`src/design/tilt_pkg.sv`:
```
`default_nettype none
// ----------------------------------------------------------------------------
// tilt_pkg: shared constants and types for the tilt angle pipeline
// Fixed-point formats, CORDIC step angles, pi and the degree divisor.
// ----------------------------------------------------------------------------
package tilt_pkg;

    localparam int ANGLE_FRAC_BITS = 7;
    localparam int CORDIC_STEPS    = 60;
    localparam int NORM_STAGES     = 6;
    localparam int ROOT_STEPS      = 32;
    // Fine angle magnitude: up to a little over 180 degree in 2^-(F+8) units.
    localparam int FQ_W            = ANGLE_FRAC_BITS + 17;
    localparam int NUM_W           = ANGLE_FRAC_BITS + 60;
    localparam int RND_W           = FQ_W - 7;
    localparam int DEG_SCALE       = 180;

    typedef logic signed [63:0] t_word;
    typedef logic [47:0]        t_tag;

    localparam t_word ONE_Q60 = 64'sd1 <<< 60;

    // Machin's formula terms, each truncated as the series is summed.
    localparam t_word ATAN_INV5 =
          ONE_Q60 / (64'sd5 ** 1)  / 64'sd1  - ONE_Q60 / (64'sd5 ** 3)  / 64'sd3
        + ONE_Q60 / (64'sd5 ** 5)  / 64'sd5  - ONE_Q60 / (64'sd5 ** 7)  / 64'sd7
        + ONE_Q60 / (64'sd5 ** 9)  / 64'sd9  - ONE_Q60 / (64'sd5 ** 11) / 64'sd11
        + ONE_Q60 / (64'sd5 ** 13) / 64'sd13 - ONE_Q60 / (64'sd5 ** 15) / 64'sd15
        + ONE_Q60 / (64'sd5 ** 17) / 64'sd17 - ONE_Q60 / (64'sd5 ** 19) / 64'sd19
        + ONE_Q60 / (64'sd5 ** 21) / 64'sd21 - ONE_Q60 / (64'sd5 ** 23) / 64'sd23
        + ONE_Q60 / (64'sd5 ** 25) / 64'sd25;
    localparam t_word ATAN_INV239 =
          ONE_Q60 / (64'sd239 ** 1) / 64'sd1 - ONE_Q60 / (64'sd239 ** 3) / 64'sd3
        + ONE_Q60 / (64'sd239 ** 5) / 64'sd5 - ONE_Q60 / (64'sd239 ** 7) / 64'sd7;
    localparam t_word QUARTER = 4 * ATAN_INV5 - ATAN_INV239;
    localparam t_word PI_Q60  = 4 * QUARTER;
    localparam logic [63:0] DEG_DIV = 64'(PI_Q60 >>> 20);

    function automatic t_word pow_term(input int i, input int n);
        t_word t;
        t = '0;
        if (i * n <= 60) begin
            t = 64'sd1 <<< (60 - i * n);
        end
        return t;
    endfunction

    // atan(2^-i) from its power series, each term truncated.
    function automatic t_word step_angle(input int i);
        t_word s;
        if (i == 0) begin
            s = QUARTER;
        end else begin
            s = pow_term(i, 1) - pow_term(i, 3) / 3 + pow_term(i, 5) / 5
              - pow_term(i, 7) / 7 + pow_term(i, 9) / 9 - pow_term(i, 11) / 11
              + pow_term(i, 13) / 13 - pow_term(i, 15) / 15 + pow_term(i, 17) / 17
              - pow_term(i, 19) / 19 + pow_term(i, 21) / 21 - pow_term(i, 23) / 23
              + pow_term(i, 25) / 25 - pow_term(i, 27) / 27 + pow_term(i, 29) / 29
              - pow_term(i, 31) / 31 + pow_term(i, 33) / 33 - pow_term(i, 35) / 35
              + pow_term(i, 37) / 37 - pow_term(i, 39) / 39 + pow_term(i, 41) / 41
              - pow_term(i, 43) / 43 + pow_term(i, 45) / 45 - pow_term(i, 47) / 47
              + pow_term(i, 49) / 49 - pow_term(i, 51) / 51 + pow_term(i, 53) / 53
              - pow_term(i, 55) / 55 + pow_term(i, 57) / 57 - pow_term(i, 59) / 59;
        end
        return s;
    endfunction

endpackage
`default_nettype wire

```
`src/design/tilt_degconv.sv`:
```
`default_nettype none
// ----------------------------------------------------------------------------
// tilt_degconv: radians to fine degrees
// Scales by 180 and divides by pi with one restoring cell per quotient bit.
// ----------------------------------------------------------------------------
module tilt_degconv (
    input  wire logic                         i_clk,
    input  wire logic                         i_rst_n,
    input  wire logic                         i_en,
    input  wire logic                         i_valid,
    input  wire tilt_pkg::t_word              i_theta,
    output logic                              o_valid,
    output logic                              o_neg,
    output logic [tilt_pkg::FQ_W-1:0]         o_mag
);

    localparam int QW = tilt_pkg::FQ_W;
    localparam int NW = tilt_pkg::NUM_W;

    logic [NW-1:0] r_rem [0:QW];
    logic [QW-1:0] r_q   [0:QW];
    logic          r_neg [0:QW];
    logic          r_v   [0:QW];

    logic [63:0]   n_u;
    logic [NW-1:0] n_num;

    always_comb begin
        n_u   = i_theta[63] ? 64'(-i_theta) : 64'(i_theta);
        n_num = (NW'(n_u[63:20]) * NW'(tilt_pkg::DEG_SCALE))
                << (tilt_pkg::ANGLE_FRAC_BITS + 8);
    end

    always_ff @(posedge i_clk) begin
        if (!i_rst_n) begin
            r_v[0] <= 1'b0;
        end else if (i_en) begin
            r_v[0] <= i_valid;
        end
    end

    always_ff @(posedge i_clk) begin
        if (i_en) begin
            r_rem[0] <= n_num;
            r_q[0]   <= '0;
            r_neg[0] <= i_theta[63];
        end
    end

    for (genvar j = 0; j < QW; j++) begin : g_div
        localparam int            BIT = QW - 1 - j;
        localparam logic [NW-1:0] DSH = NW'(tilt_pkg::DEG_DIV) << BIT;
        logic [NW-1:0] n_rem;
        logic [QW-1:0] n_q;

        always_comb begin
            n_rem = r_rem[j];
            n_q   = r_q[j];
            if (r_rem[j] >= DSH) begin
                n_rem    = r_rem[j] - DSH;
                n_q[BIT] = 1'b1;
            end
        end

        always_ff @(posedge i_clk) begin
            if (!i_rst_n) begin
                r_v[j + 1] <= 1'b0;
            end else if (i_en) begin
                r_v[j + 1] <= r_v[j];
            end
        end

        always_ff @(posedge i_clk) begin
            if (i_en) begin
                r_rem[j + 1] <= n_rem;
                r_q[j + 1]   <= n_q;
                r_neg[j + 1] <= r_neg[j];
            end
        end
    end

    assign o_valid = r_v[QW];
    assign o_neg   = r_neg[QW];
    assign o_mag   = r_q[QW];

endmodule
`default_nettype wire

```
`config.mk`:
```
export PLATFORM = sky130hd
export DESIGN_NAME = tilt_degconv
export DESIGN_NICKNAME = d
export VERILOG_FILES = /design/src/design/tilt_pkg.sv /design/src/design/tilt_degconv.sv
export SDC_FILE = /design/constraint.sdc
export NUM_CORES = 2
export LEC_CHECK = 0
export BUFFER_PORTS_ARGS = -buffer_cell sky130_fd_sc_hd__buf_2
export CORE_MARGIN = 3
export CORE_UTILIZATION = 58
export CTS_CLUSTER_DIAMETER = 60
export DETAILED_ROUTE_END_ITERATION = 6
export PLACE_DENSITY = 0.77
export SLEW_MARGIN = 20
export SYNTH_ARGS = -nofsm -noshare
export SYNTH_HDL_FRONTEND = slang
export SYNTH_SLANG_ARGS = --single-unit
```
`constraint.sdc`:
```
create_clock -name i_clk -period 7.1 [get_ports i_clk]
set_input_delay 1.065 -clock i_clk [delete_from_list [all_inputs] [get_ports i_clk]]
set_output_delay 1.065 -clock i_clk [all_outputs]
set_load 0.005 [all_outputs]
```
Word-level counts from Yosys, hierarchy flattened
Memory sizes are Yosys's and may differ from the RTL's.
Cells that the tools add are included.
- RAM bits: 2325
- input port bits: 68
- flip-flop bits (word level): 0
- memories kept: 4
- ROM bits: 0
- bits in latches: 0
- multiply operators: 1
- $add $sub $neg: 25
- div/mod/pow operators: 0
- eq/ne operators: 0
- reduce and logical (&&, ||, !) cells: 0
- shifts and indexed selects: 0
- magnitude comparators: 24
- bitwise gates (word level): 25
- muxes and demuxes: 79
- memories (name ; depth ; width ; rd ports ; clocked after Yosys merged registers in ; write ports ; line ; RTL):
    r_rem ; 25 ; 67 ; 24 ; 0 ; 25 ; tilt_degconv.sv:20 ; logic [NW-1:0] r_rem [0:QW];
    r_q ; 25 ; 24 ; 25 ; 0 ; 25 ; tilt_degconv.sv:21 ; logic [QW-1:0] r_q [0:QW];
    r_neg ; 25 ; 1 ; 25 ; 0 ; 25 ; tilt_degconv.sv:22 ; logic r_neg [0:QW];
    r_v ; 25 ; 1 ; 25 ; 0 ; 25 ; tilt_degconv.sv:23 ; logic r_v [0:QW];
- operator list (cell ; number):
    67-bit 2-to-1 mux ; 24
    67-bit by 42-bit greater-or-equal comparator with 1-bit output (second input constant) ; 1
    67-bit by 43-bit greater-or-equal comparator with 1-bit output (second input constant) ; 1
    67-bit by 44-bit greater-or-equal comparator with 1-bit output (second input constant) ; 1
    67-bit by 45-bit greater-or-equal comparator with 1-bit output (second input constant) ; 1
    67-bit by 46-bit greater-or-equal comparator with 1-bit output (second input constant) ; 1
    67-bit by 47-bit greater-or-equal comparator with 1-bit output (second input constant) ; 1
    67-bit by 48-bit greater-or-equal comparator with 1-bit output (second input constant) ; 1
    67-bit by 49-bit greater-or-equal comparator with 1-bit output (second input constant) ; 1
    67-bit by 50-bit greater-or-equal comparator with 1-bit output (second input constant) ; 1
    67-bit by 51-bit greater-or-equal comparator with 1-bit output (second input constant) ; 1
    67-bit by 52-bit greater-or-equal comparator with 1-bit output (second input constant) ; 1
    67-bit by 53-bit greater-or-equal comparator with 1-bit output (second input constant) ; 1
    67-bit by 54-bit greater-or-equal comparator with 1-bit output (second input constant) ; 1
    67-bit by 55-bit greater-or-equal comparator with 1-bit output (second input constant) ; 1
    67-bit by 56-bit greater-or-equal comparator with 1-bit output (second input constant) ; 1
    67-bit by 57-bit greater-or-equal comparator with 1-bit output (second input constant) ; 1
    67-bit by 58-bit greater-or-equal comparator with 1-bit output (second input constant) ; 1
    67-bit by 59-bit greater-or-equal comparator with 1-bit output (second input constant) ; 1
    67-bit by 60-bit greater-or-equal comparator with 1-bit output (second input constant) ; 1
    67-bit by 61-bit greater-or-equal comparator with 1-bit output (second input constant) ; 1
    67-bit by 62-bit greater-or-equal comparator with 1-bit output (second input constant) ; 1
    67-bit by 63-bit greater-or-equal comparator with 1-bit output (second input constant) ; 1
    67-bit by 64-bit greater-or-equal comparator with 1-bit output (second input constant) ; 1
    30 further kinds ; 107

Logic depth before layout (Yosys ltp)
- depth in word-level cells: 4
- depth in mapped cells: 27
- mapped depth without buffers: 26

Worst setup path after synthesis
OpenSTA, ideal clock, no wires.
- path type: input -> register
- from: in i_theta[12]
- to: mem r_rem[0][65] (netlist bit) (data pin)
- path slack: -0.548 ns
- library setup time: 0.264 ns
- stages on the path: 27
- data required time: 6.836 ns
- arrival time: 7.384 ns
- path through: nor4_2 > nand3_2 > nor4_4 > nand3_2 > or4_1 > buf_2 > or4_4 > or3_1 > clkbuf_1 > o31ai_1 > xnor2_1 > ha_1 > inv_1 > fa_1 > fa_1 > inv_1 > ha_1 > a21o_1 > a21o_1 > a21oi_1 > nand2_1 > o31ai_1 > o31ai_1 > a21o_1 > a21oi_1 > a31oi_1 > xor2_1
- RTL lines (element ; line ; RTL):
    from (decl) ; tilt_degconv.sv:11 ; input wire tilt_pkg::t_word i_theta,
    to (decl) ; tilt_degconv.sv:20 ;

==> impl_metrics.json <==
{
  "r2r_cells": 13,
  "synth_seq_cells": 1686,
  "cts.sinks": 1686,
  "dp_hpwl_mm": 131.8,
  "layout_common_cells": "1685 x edfxtp_1, 676 x nand2_1, 652 x xnor2_1, 641 x xor2_1, 584 x nor2_1",
  "r2r_slack_ns": 2.38,
  "antenna_found_initial": 4,
  "postCtsHoldBufs": 0,
  "dr.first_iter.drc_count": 3956,
  "drtPass1Iterations": 6,
  "wirelength_mm": 180.3,
  "grt_max_degree": 194,
  "leakagePower_nw": 35.28,
  "reg2reg_to": "r_rem[2][58]",
  "critPathSlowestCell": "or4_4",
  "internal-power_mw": 26.69,
  "synth_warnings": 0,
  "path_clk_slew_ns": 0.06,
  "min_period_ns": 6.834,
  "cts_tree": "built",
  "vias": 57950,
  "status": "finished clean",
  "powerDensity_nw_per_um2": 412.5,
  "ir_worst_vdd_v": 0.0002338,
  "numPortBuffers": 93,
  "comb_power_share_pct": 31.6,
  "core_um2": 148700,
  "grt_pass1_vias": 57910,
  "critPathMaxStageDelay_ns": 0.58,
  "die_h_um": 394.1,
  "critical_path.startpoint_type": "primary input",
  "fp-row-count": 141,
  "cts-htree-levels": 4,
  "antenna_left": 0,
  "fin_nets": 8027,
  "path_delay_family": "simple AND/OR/NAND/NOR gates",
  "min_path_cells": 0,
  "power_switching_mw": 13.70,
  "slew_headroom_pct": 24.55,
  "drt-wirelength-per-cell_um": 18.19,
  "finalSetupViolCount": 0,
  "min_to": "r_q[2][20]",
  "drv_slew": 0,
  "root_buffer": "clkbuf_16",
  "postLayoutCoreUtil_pct": 65.84,
  "seq_power_share_pct": 45.2,
  "routabilityCongestion": 0.9661,
  "syn_area_um2": 87370,
  "drive_gt1_share_pct": 9.107,
  "crit_buf_inv": 3,
  "fmax_mhz": 146.3,
  "cts_buffers": 178,
  "ys_async_sr_fraction_pct": 0,
  "worstSetupEndpointType": "register",
  "min-delay-start": "r_q[1][92]",
  "fin_setup_tns_ns": 0,
  "clk_latency_ns": 0.81,
  "period_share_pct": 96.25,
  "skew_ns": 0.04430,
  "p_clk_share_pct": 23.3,
  "syn_inst": 7421,
  "grt_usage_pct": 22.83,
  "die_w_um": 394.1,
  "required_ns": 7.63,
  "path_class": "in -> reg",
  "rsz0062_at_grt": "yes",
  "mostFrequentLayoutCell": "edfxtp_1",
  "ys.flop_type": "edfxtp_1",
  "start_util_pct": 58.75,
  "drc_errors": 0,
  "critPathMaxFanout": 7,
  "syn_to_final_growth_pct": 12.07,
  "fillers": 10850,
  "rr_startpoint": "r_rem[1][482]",
  "grt_pass1_wl_mm": 291.4,
  "synth_enable_flop_cells": 1685,
  "vias_per_cell": 5.848,
  "synth_nets": 7692,
  "hp-class": "reg -> reg",
  "netSwitchingFraction_pct": 33.92,
  "synthDistinctLibCells": 90,
  "grt_overflow_total": 0,
  "timing.max_cap.violations": 0,
  "tightestPinTransition_ns": 1.132,
  "io_pins": 94,
  "hold_violations": 0,
  "dieArea_um2": 155300,
  "arrival_ns": 7.36,
  "avgSynthCellArea_um2": 11.77,
  "yosysSeqAreaShare_pct": 57.93,
  "clockBufferDepth": 3
}
==> routing by layer <==
layer / track usage, % / vias up / share of wire (%)
li1: - / 27910 / -
met4: 9.728 / 0 / 3.8
met3: 2.983 / 455 / 3.9
met5: 0 / - / 0
met1: 26.34 / 28060 / 39
met2: 42.41 / 1529 / 53
==> registers in the layout, indices dropped and copies added (netlist names) <==
name	count
r_v	25
r_rem	1336
r_q	300
r_neg	25
==> per-stage QoR <==
step	power (mW)	setup WS [ns]	cell area, um2	hold WS, ns	std cells
floorplan	26.60	-0.4119	87590	0.4003	7421
global placement	30.47	-0.7424	91730	0.4000	9575
detailed placement	30.88	-0.8317	91730	0.4045	9575
CTS	40.46	0.02596	97760	0.3839	9905
global route	42.86	-0.05368	97910	0.3978	9908
finish	40.39	0.2663	97920	0.3860	9909
==> power by group through the flow <==
stage / combinational (mW) / sequential (mW) / clock, mW
floorplan: 9.42 / 17.2 / 0
CTS: 12.7 / 18.1 / 9.63
detailed placement: 12.6 / 18.3 / 0
global route: 14.2 / 18.6 / 10.1
global placement: 12.3 / 18.2 / 0
finish: 12.7 / 18.2 / 9.40
==> logic make-up after synthesis <==
kind of cell | after synthesis | share of synthesized area (%)
fa+ha+maj | 203 | 3.560
mux | 7 | 0.08306
compound gates | 1170 | 8.675
flops | 1686 | 57.93
simple gates | 2613 | 14.85
buf+inv | 448 | 1.927
xor+xnor | 1294 | 12.97
==> worst reg2reg max path: stages, from the launching register on <==
cell and delay [ns]:
edfxtp_1 0.42, or3_1 0.46, o31a_1 0.28, or4_1 0.51, a211oi_1 0.57, a211oi_1 0.24, buf_4 0.23, a21oi_1 0.16
nor2b_2 0.16, buf_4 0.33, inv_1 0.50, nand2_1 0.35, nor3_1 0.09, xor2_1 0.15
==> what timing repair did <==
item,CTS,global route
endpoints found under the setup margin,0,17
resized for setup,0,22
setup buffers,0,3
==> synthesized netlist by cell type (12+ instances only) <==
cell type	number	share of area [%]
inv_1	272	1.2
xnor2_1	653	6.5
buf_1	13	0.056
o31a_1	15	0.15
or3_1	122	0.87
o211ai_1	40	0.34
o31ai_1	45	0.39
nand3_1	170	0.97
clkbuf_1	150	0.64
nand3b_1	28	0.24
and2_1	56	0.40
o21bai_1	23	0.20
xor2_1	641	6.4
and3_1	78	0.56
o41ai_1	21	0.21
o21ai_0	307	1.8
o41a_1	12	0.15
nor2b_1	45	0.32
nor3b_1	22	0.19
fa_1	76	1.7
a21boi_0	63	0.54
nor2_1	584	2.5
a21oi_1	257	1.5
nand4_1	62	0.44
nand2_1	676	2.9
ha_1	127	1.8
a2111oi_0	20	0.20
a31oi_1	53	0.38
and4_1	15	0.15
edfxtp_1	1685	58
nor3_1	305	1.7
o21a_1	69	0.59
a21o_1	80	0.69
nor4_1	195	1.4
or2_2	55	0.39
a211oi_1	49	0.42
nand2b_1	82	0.59
or4_1	60	0.52
nor4b_1	13	0.13
==> layout make-up <==
class	instances	area [um2]	share of cell area, %
sequential	1686	50620	51.70
multi-input combinational	5287	35440	36.20
clock buffer	201	4583	4.681
tap	2002	2505	2.558
timing repair buffer	320	2260	2.308
clock inverter	129	1441	1.472
inverter	283	1062	1.085
antenna	1	2.502	0.002556
==> how the worst max path moves through the flow <==
stage | from | endpoint | slack, ns | depth (start not counted)
3_3_place_gp | i_theta[0] | r_rem[0][65] | -0.74 | 27
3_5_place_dp | i_theta[12] | r_rem[0][65] | -0.83 | 27
4_1_cts | i_theta[12] | r_rem[0][65] | 0.03 | 27
5_1_grt | i_theta[15] | r_rem[0][65] | -0.05 | 26
2_1_floorplan | i_theta[12] | r_rem[0][66] | -0.41 | 26
6_report | i_theta[15] | r_rem[0][66] | 0.27 | 25
Power figures use the tool's default switching activity.
